$ cat src/qed_pkg.sv
// Package with the item types, event codes and register indexes of the encoder block.
`default_nettype none

package qed_pkg;

  localparam logic [1:0] TURN_NONE = 2'd0;
  localparam logic [1:0] TURN_CW   = 2'd1;
  localparam logic [1:0] TURN_CCW  = 2'd2;

  localparam logic [1:0] PRESS_NONE    = 2'd0;
  localparam logic [1:0] PRESS_PRESS   = 2'd1;
  localparam logic [1:0] PRESS_RELEASE = 2'd2;

  localparam int unsigned CFG_IDX_W  = 2;
  localparam int unsigned CFG_DATA_W = 16;

  localparam logic [CFG_IDX_W-1:0] CFG_ROT_LOCKOUT = 2'd0;
  localparam logic [CFG_IDX_W-1:0] CFG_BTN_LOCKOUT = 2'd1;
  localparam logic [CFG_IDX_W-1:0] CFG_TARGET_MASK = 2'd2;

  localparam logic [CFG_DATA_W-1:0] ROT_LOCKOUT_RST = 16'd5;
  localparam logic [CFG_DATA_W-1:0] BTN_LOCKOUT_RST = 16'd50;
  localparam logic [CFG_DATA_W-1:0] TARGET_MASK_RST = 16'd0;

  typedef struct packed {
    logic        phase_a;
    logic        phase_b;
    logic        button_level;
    logic [31:0] now_ms;
  } sample_t;

  typedef struct packed {
    logic [1:0]         turn_event;
    logic [1:0]         press_event;
    logic signed [31:0] count;
    logic               held;
    logic [15:0]        event_mask;
  } result_t;

  typedef struct packed {
    logic [1:0]  last_phase;
    logic        primed;
    logic [31:0] step_count;
    logic [31:0] last_turn_time;
    logic [31:0] last_press_time;
    logic        pressed;
  } state_t;

endpackage

`default_nettype wire

$ cat src/qed_chan_if.sv
// Valid/ready channel interface carrying one item of a given payload type.
`default_nettype none

interface qed_chan_if #(
  parameter type T = logic
);
  logic valid;
  logic ready;
  T     data;

  modport source (output valid, output data, input ready);
  modport sink   (input valid, input data, output ready);
endinterface

`default_nettype wire

$ cat src/qed_step.sv
// Combinational update of the decoder state and the result for one pin sample.
`default_nettype none

module qed_step (
  input  qed_pkg::sample_t smp,
  input  qed_pkg::state_t  cur,
  input  logic [15:0]      rot_lockout,
  input  logic [15:0]      btn_lockout,
  input  logic [15:0]      target_mask,
  output qed_pkg::state_t  nxt,
  output qed_pkg::result_t res
);

  // Position of a phase pair along the clockwise Gray cycle 00, 01, 11, 10.
  function automatic logic [1:0] gray_index(input logic [1:0] ph);
    logic [1:0] idx;
    case (ph)
      2'b00:   idx = 2'd0;
      2'b01:   idx = 2'd1;
      2'b11:   idx = 2'd2;
      2'b10:   idx = 2'd3;
      default: idx = 2'd0;
    endcase
    return idx;
  endfunction

  logic [1:0]  phase;
  logic        press_now;
  logic [31:0] turn_elapsed;
  logic [31:0] press_elapsed;
  logic [1:0]  delta;
  logic [1:0]  turn;
  logic [1:0]  press;

  assign phase         = {smp.phase_a, smp.phase_b};
  assign press_now     = ~smp.button_level;
  assign turn_elapsed  = smp.now_ms - cur.last_turn_time;
  assign press_elapsed = smp.now_ms - cur.last_press_time;
  assign delta         = gray_index(phase) - gray_index(cur.last_phase);

  always_comb begin
    nxt   = cur;
    turn  = qed_pkg::TURN_NONE;
    press = qed_pkg::PRESS_NONE;
    if (!cur.primed) begin
      nxt.last_phase = phase;
      nxt.primed     = 1'b1;
    end else begin
      // A changed pair inside the lockout leaves even the stored phase alone.
      if ((phase != cur.last_phase) && (turn_elapsed >= {16'd0, rot_lockout})) begin
        if (delta == 2'd1) begin
          nxt.step_count     = cur.step_count + 32'd1;
          nxt.last_turn_time = smp.now_ms;
          turn               = qed_pkg::TURN_CW;
        end else if (delta == 2'd3) begin
          nxt.step_count     = cur.step_count - 32'd1;
          nxt.last_turn_time = smp.now_ms;
          turn               = qed_pkg::TURN_CCW;
        end
        nxt.last_phase = phase;
      end
      if ((press_elapsed >= {16'd0, btn_lockout}) && (press_now != cur.pressed)) begin
        nxt.pressed         = press_now;
        nxt.last_press_time = smp.now_ms;
        press               = press_now ? qed_pkg::PRESS_PRESS : qed_pkg::PRESS_RELEASE;
      end
    end
  end

  always_comb begin
    res.turn_event  = turn;
    res.press_event = press;
    res.count       = signed'(nxt.step_count);
    res.held        = nxt.pressed;
    res.event_mask  = target_mask;
  end

endmodule

`default_nettype wire

$ cat src/quadrature_encoder_debounce.sv
// Top level of the quadrature encoder decoder with button debounce.
`default_nettype none

// Takes one pin sample per clock while results are taken, and returns one result item
// per sample. An accepted sample waits in the input register; the state update and
// result are computed from it combinationally and are loaded into the result register
// once that register is empty or its item is taken. Throughput is one item per clock
// whenever the consumer takes results; a stalled result holds in the output register
// while the sample behind it waits in the input register. The user must write the
// lockout and mask registers through the cfg port only while no item is in flight;
// the block does not enforce it. A write to an index beyond the target mask is ignored.
module quadrature_encoder_debounce (
  input  logic                               clk,
  input  logic                               rst_n,
  qed_chan_if.sink                           in_ch,
  qed_chan_if.source                         out_ch,
  input  logic                               cfg_we,
  input  logic [qed_pkg::CFG_IDX_W-1:0]      cfg_index,
  input  logic [qed_pkg::CFG_DATA_W-1:0]     cfg_data
);

  logic                      s1_valid_r;
  qed_pkg::sample_t          s1_data_r;
  logic                      out_valid_r;
  qed_pkg::result_t          out_data_r;
  qed_pkg::state_t           state_r;
  qed_pkg::state_t           state_nxt;
  qed_pkg::result_t          res_nxt;
  logic [15:0]               rot_lockout_r;
  logic [15:0]               btn_lockout_r;
  logic [15:0]               target_mask_r;
  logic                      s2_load;
  logic                      in_fire;

  assign s2_load      = s1_valid_r && (!out_valid_r || out_ch.ready);
  assign in_ch.ready  = !s1_valid_r || s2_load;
  assign in_fire      = in_ch.valid && in_ch.ready;
  assign out_ch.valid = out_valid_r;
  assign out_ch.data  = out_data_r;

  qed_step u_step (
    .smp         (s1_data_r),
    .cur         (state_r),
    .rot_lockout (rot_lockout_r),
    .btn_lockout (btn_lockout_r),
    .target_mask (target_mask_r),
    .nxt         (state_nxt),
    .res         (res_nxt)
  );

  always_ff @(posedge clk) begin
    if (!rst_n) begin
      s1_valid_r  <= 1'b0;
      out_valid_r <= 1'b0;
      state_r     <= '0;
    end else begin
      if (in_fire) begin
        s1_valid_r <= 1'b1;
      end else if (s2_load) begin
        s1_valid_r <= 1'b0;
      end
      if (s2_load) begin
        out_valid_r <= 1'b1;
        state_r     <= state_nxt;
      end else if (out_ch.ready) begin
        out_valid_r <= 1'b0;
      end
    end
  end

  always_ff @(posedge clk) begin
    if (in_fire) begin
      s1_data_r <= in_ch.data;
    end
    if (s2_load) begin
      out_data_r <= res_nxt;
    end
  end

  always_ff @(posedge clk) begin
    if (!rst_n) begin
      rot_lockout_r <= qed_pkg::ROT_LOCKOUT_RST;
      btn_lockout_r <= qed_pkg::BTN_LOCKOUT_RST;
      target_mask_r <= qed_pkg::TARGET_MASK_RST;
    end else if (cfg_we) begin
      case (cfg_index)
        qed_pkg::CFG_ROT_LOCKOUT: rot_lockout_r <= cfg_data;
        qed_pkg::CFG_BTN_LOCKOUT: btn_lockout_r <= cfg_data;
        qed_pkg::CFG_TARGET_MASK: target_mask_r <= cfg_data;
        default: ;
      endcase
    end
  end

endmodule

`default_nettype wire

$ cat src/flat_wrapper.sv
// flat-port wrapper written by rule: the top's interface ports become plain ports
module quadrature_encoder_debounce_flat 
  (clk, rst_n, cfg_we, cfg_index, cfg_data, in_ch_valid, in_ch_data, in_ch_ready, out_ch_valid, out_ch_data, out_ch_ready);
  qed_chan_if #(.T(qed_pkg::sample_t)) in_ch_i ();
  qed_chan_if #(.T(qed_pkg::result_t)) out_ch_i ();
  input  logic clk;
  input  logic rst_n;
  input  logic cfg_we;
  input  logic [qed_pkg::CFG_IDX_W-1:0] cfg_index;
  input  logic [qed_pkg::CFG_DATA_W-1:0] cfg_data;
  input wire logic [$bits(in_ch_i.valid)-1:0] in_ch_valid;
  input wire logic [$bits(in_ch_i.data)-1:0] in_ch_data;
  output wire logic [$bits(in_ch_i.ready)-1:0] in_ch_ready;
  output wire logic [$bits(out_ch_i.valid)-1:0] out_ch_valid;
  output wire logic [$bits(out_ch_i.data)-1:0] out_ch_data;
  input wire logic [$bits(out_ch_i.ready)-1:0] out_ch_ready;
  assign in_ch_i.valid = in_ch_valid;
  assign in_ch_i.data = in_ch_data;
  assign in_ch_ready = in_ch_i.ready;
  assign out_ch_valid = out_ch_i.valid;
  assign out_ch_data = out_ch_i.data;
  assign out_ch_i.ready = out_ch_ready;
  quadrature_encoder_debounce u_core (.clk(clk), .rst_n(rst_n), .in_ch(in_ch_i), .out_ch(out_ch_i), .cfg_we(cfg_we), .cfg_index(cfg_index), .cfg_data(cfg_data));
endmodule
$ cat config.mk
export PLATFORM = sky130hd
export DESIGN_NAME = quadrature_encoder_debounce_flat
export DESIGN_NICKNAME = d
export VERILOG_FILES = /design/src/qed_pkg.sv /design/src/qed_chan_if.sv /design/src/qed_step.sv /design/src/quadrature_encoder_debounce.sv /design/src/flat_wrapper.sv
export SDC_FILE = /design/constraint.sdc
export NUM_CORES = 1
export LEC_CHECK = 0
export BUFFER_PORTS_ARGS = -buffer_cell sky130_fd_sc_hd__buf_2
export CAP_MARGIN = 25
export CORE_MARGIN = 4
export CORE_UTILIZATION = 45
export DETAILED_ROUTE_END_ITERATION = 8
export PLACE_DENSITY = 0.73
export REMOVE_ABC_BUFFERS = 1
export SLEW_MARGIN = 20
export SYNTH_ARGS = -nofsm -noshare
export SYNTH_HDL_FRONTEND = slang
export SYNTH_SLANG_ARGS = --single-unit
$ cat constraint.sdc
create_clock -name clk -period 4.95 [get_ports clk]
set_input_delay 0.2475 -clock clk [delete_from_list [all_inputs] [get_ports clk]]
set_output_delay 0.2475 -clock clk [all_outputs]
set_load 0.03 [all_outputs]
==> run_results.csv <==
group,metric,value,unit
detailed_routing,wl,39400,µm
worst_setup_path,worstPathRequired,5.41,ns
global_route,grt.met3_usage,2.18,%
detailed_routing,dr_total_vias,12900,
synthesis,netlist_instances,1733,
clock_tree,numCtsBuffers,26,
sta,setup_viol,0,
detailed_routing,avgRoutedWirePerCell,17.0,µm
worst_setup_path,worstSetupPathType,"reg -> reg",
clock_tree,cts_num_sinks,238,
placed_design,placed_cell_area,15800,µm²
sta,tightest_slew,0.970,ns
detailed_routing,viasPerCell,5.58,
detailed_routing,ant_nets,0,
placed_design,post-dp-hpwl,29000,µm
global_route,grt_pass1_wl,62900,µm
worst_setup_path,startpoint_type,"flip-flop",
min_path,min_path_cells,3,
placed_design,gp_congestion,0.947,
cells_and_area,area_growth,16.0,%
power_and_ir_drop,p_total,5.16,mW
sta,hold_violations,0,
cells_and_area,final_cells,2320,
sta,drv_slew,0,
worst_setup_path,regToRegEndpoint,"u_core.state_r[37]$_SDFFE_PN0P_",
detailed_routing,firstDrtPassIters,5,
global_route,grt_pass1_vias,12300,
floorplanning,start_util,45.6,%
worst_setup_path,reg2reg_depth,20,
floorplanning,fp.dieArea,36100,µm²
power_and_ir_drop,p_per_area,299,nW/µm²
synthesis,synth_edf_count,88,
clock_tree,root_buffer,"clkbuf_16",
sta,skew,0.0179,ns
synthesis,synth-seq-area-share,37.9,%
sta,max_slew_margin,35.3,%
global_route,grt.met2_usage,35.9,%
worst_setup_path,arrival,5.17,ns
floorplanning,pin_count,113,
sta,whs,0.0199,ns
job,maxCapViolations,0,
placed_design,place_inst,2221,
placed_design,io_buffers,112,
worst_setup_path,cp-end-kind,"flip-flop",
global_route,overflow,0,
floorplanning,die_height,190,µm
global_route,grt.busiest_layer,"met2",
synthesis,netlist_area,14900,µm²
clock_tree,cts_tree,"built",
clock_tree,clkTransAtPathRegs,0.06,ns
worst_setup_path,r2r-start,"u_core.s1_data_r[0]$_DFFE_PP_",
synthesis,synth_cell_types,76,
cells_and_area,final_nets,2020,
global_route,use_met1,28.5,%
sta,fmax,212,MHz
min_path,min_to,"u_core.target_mask_r[9]$_SDFFE_PN0P_",
global_route,antenna_found_initial,0,
synthesis,ys_warn_count,0,
synthesis,synth_ff_type,"dfxtp_1",
sta,rsz0062_at_grt,"yes",
clock_tree,cts-htree-levels,1,
cells_and_area,layout-drive-gt1-share,11.8,%
sta,timing.final.crit_share,95.2,%
cells_and_area,fill_cells,2994,
floorplanning,core,32600,µm²
power_and_ir_drop,p_leak,6.80,nW
cells_and_area,post-route-util,52.9,%
power_and_ir_drop,ir_drop,0.271,mV
global_route,grt_usage,21.0,%
global_route,grt_max_degree,73,
synthesis,syn-mean-instance-area,8.59,µm²
detailed_routing,drt_iter0_markers,1033,
clock_tree,cts_buffer_depth,3,
clock_tree,clock_latency,0.54,ns
worst_setup_path,cp_max_fo,23,
detailed_routing,drc,0,
floorplanning,row_count,66,
min_path,hold_path.class,"in -> reg",
synthesis,postSynth.asyncResetShare,0,%
sta,fin_crit,4.71,ns
worst_setup_path,reg2reg_slack,0.24,ns
floorplanning,die_x,190,µm
clock_tree,cts_setup_buffers,0,
synthesis,ys_ff_latch,238,
min_path,hp-start,"cfg_data[9]",
status,status,"complete, no violations",
cells_and_area,stdcell_area,17300,µm²
==> registers in the layout (all words and copies together) (netlist names) <==
name / cells
u_core.btn_lockout_r: 16
u_core.out_ch.data: 53
u_core.out_ch.valid: 1
u_core.rot_lockout_r: 16
u_core.s1_data_r: 35
u_core.s1_valid_r: 1
u_core.state_r: 100
u_core.target_mask_r: 16
==> cells in the final DEF, fill, tap and decap left out, types with 18 or more instances in the layout <==
cell,Yosys,layout
ha_1,103,103
nand2_1,299,299
clkbuf_16,0,30
o21a_1,18,18
dfxtp_1,150,150
a21oi_1,168,165
nand2b_1,20,19
o21ai_0,57,54
or4_1,29,29
xnor2_1,37,37
nand3_1,29,29
mux2i_1,77,75
xor2_1,50,50
nor2_1,63,63
buf_2,4,111
nor3_1,55,55
o31ai_1,27,27
nand4_1,32,32
buf_4,2,30
dlygate4sd3_1,0,49
inv_1,122,122
edfxtp_1,88,88
==> stage by stage <==
step	setup slack, ns	setup TNS, ns
2_1_floorplan	-1.89	-141.09
3_3_place_gp	0.209	0
3_5_place_dp	0.132	0
4_1_cts	0.0917	0
5_1_grt	0.000494	0
6_report	0.237	0
==> timing repair <==
item / 4_1_cts / 5_1_grt
hold buffers: 49 / 0
resized for setup: 0 / 14
endpoints found under the hold margin: 68 / 0
setup endpoints to repair: 0 / 114
==> logic make-up (layout without fill, tap and decap cells) <==
kind of cell	count (synthesis)	after routing	synth area share [%]
simple gates	611	611	19.6
compound gates	390	390	16.4
flops	238	238	37.9
buf+inv	223	367	6.60
fa+ha+maj	105	105	8.93
xor+xnor	87	87	5.12
mux	79	79	5.35
other cells	0	1	0
==> report_power, final <==
| part | total (mW) | leakage, nW | internal (mW) | switching (mW) |
|---|---|---|---|---|
| registers | 2.16 | 2.07 | 2.10 | 0.0517 |
| logic | 0.977 | 4.29 | 0.369 | 0.608 |
| clock network | 2.03 | 0.444 | 1.24 | 0.795 |
==> how the worst max path moves through the flow <==
stage / startpoint / to / slack (ns) / cells past startpoint
CTS: u_core.s1_data_r[3]$_DFFE_PP_ / u_core.state_r[53]$_SDFFE_PN0P_ / 0.09 / 20
global placement: u_core.s1_data_r[3]$_DFFE_PP_ / u_core.state_r[34]$_SDFFE_PN0P_ / 0.21 / 20
global route: u_core.s1_data_r[0]$_DFFE_PP_ / u_core.state_r[44]$_SDFFE_PN0P_ / 0.0005 / 20
finish: u_core.s1_data_r[0]$_DFFE_PP_ / u_core.state_r[37]$_SDFFE_PN0P_ / 0.24 / 20
floorplan: u_core.s1_data_r[0]$_DFFE_PP_ / u_core.state_r[33]$_SDFFE_PN0P_ / -1.89 / 18
detailed placement: u_core.s1_data_r[3]$_DFFE_PP_ / u_core.state_r[53]$_SDFFE_PN0P_ / 0.13 / 20
==> critical path: stages, from the launching register on <==
cell	delay, ns
edfxtp_1	0.34
inv_1	0.07
ha_1	0.21
fa_1	0.40
nand2b_1	0.18
a21o_1	0.21
a2111o_1	0.40
nand3b_1	0.13
xor2_1	0.18
ha_1	0.27
nand4_1	0.11
or4_1	0.15
a21oi_2	0.05
a2111o_1	0.37
nor4_2	0.16
nand4_1	0.18
nor4_4	0.35
buf_12	0.21
nand2b_4	0.21
buf_12	0.19
mux2i_2	0.23
==> final cells by class <==
class / instances / area, µm² / share of cell area [%]
multi-input combinational: 1272 / 8320 / 48.2
tap: 442 / 553 / 3.20
inverter: 123 / 462 / 2.67
clock buffer: 37 / 766 / 4.44
timing repair buffer: 196 / 1380 / 7.99
antenna: 1 / 2.50 / 0.0145
sequential: 238 / 5650 / 32.7
clock inverter: 11 / 141 / 0.819
==> routing by layer <==
metal,routed length (µm),vias up
li1,-,6403
met1,17600,6035
met2,18400,433
met3,2270,76
met4,1180,0
met5,0,-
==> synthesized netlist by cell type, types with 9 or more instances <==
| cell | instances | area share (%) |
|---|---|---|
| nor2_1 | 63 | 1.6 |
| buf_6 | 11 | 0.83 |
| nand2b_1 | 20 | 0.84 |
| or3_1 | 14 | 0.59 |
| nor4_1 | 10 | 0.42 |
| mux2i_1 | 77 | 5.2 |
| or4_1 | 29 | 1.5 |
| o2111ai_1 | 10 | 0.59 |
| and2_1 | 12 | 0.50 |
| xor2_1 | 50 | 2.9 |
| ha_1 | 103 | 8.7 |
| o211ai_1 | 12 | 0.61 |
| o21bai_1 | 9 | 0.45 |
| nand3_1 | 29 | 0.98 |
| nor3_1 | 55 | 1.8 |
| edfxtp_1 | 88 | 18 |
| xnor2_1 | 37 | 2.2 |
| dfxtp_1 | 150 | 20 |
| o31ai_1 | 27 | 1.4 |
| o21a_1 | 18 | 0.91 |
| clkbuf_1 | 78 | 2.0 |
| a31oi_1 | 12 | 0.50 |
| nor2b_1 | 11 | 0.46 |
| a21o_1 | 16 | 0.81 |
| inv_1 | 122 | 3.1 |
| a211oi_1 | 11 | 0.55 |
| a21oi_1 | 168 | 5.6 |
| nand4_1 | 32 | 1.3 |
| nand2_1 | 299 | 7.5 |
| o21ai_0 | 57 | 1.9 |
No activity file was read; power rests on OpenSTA's default activity.
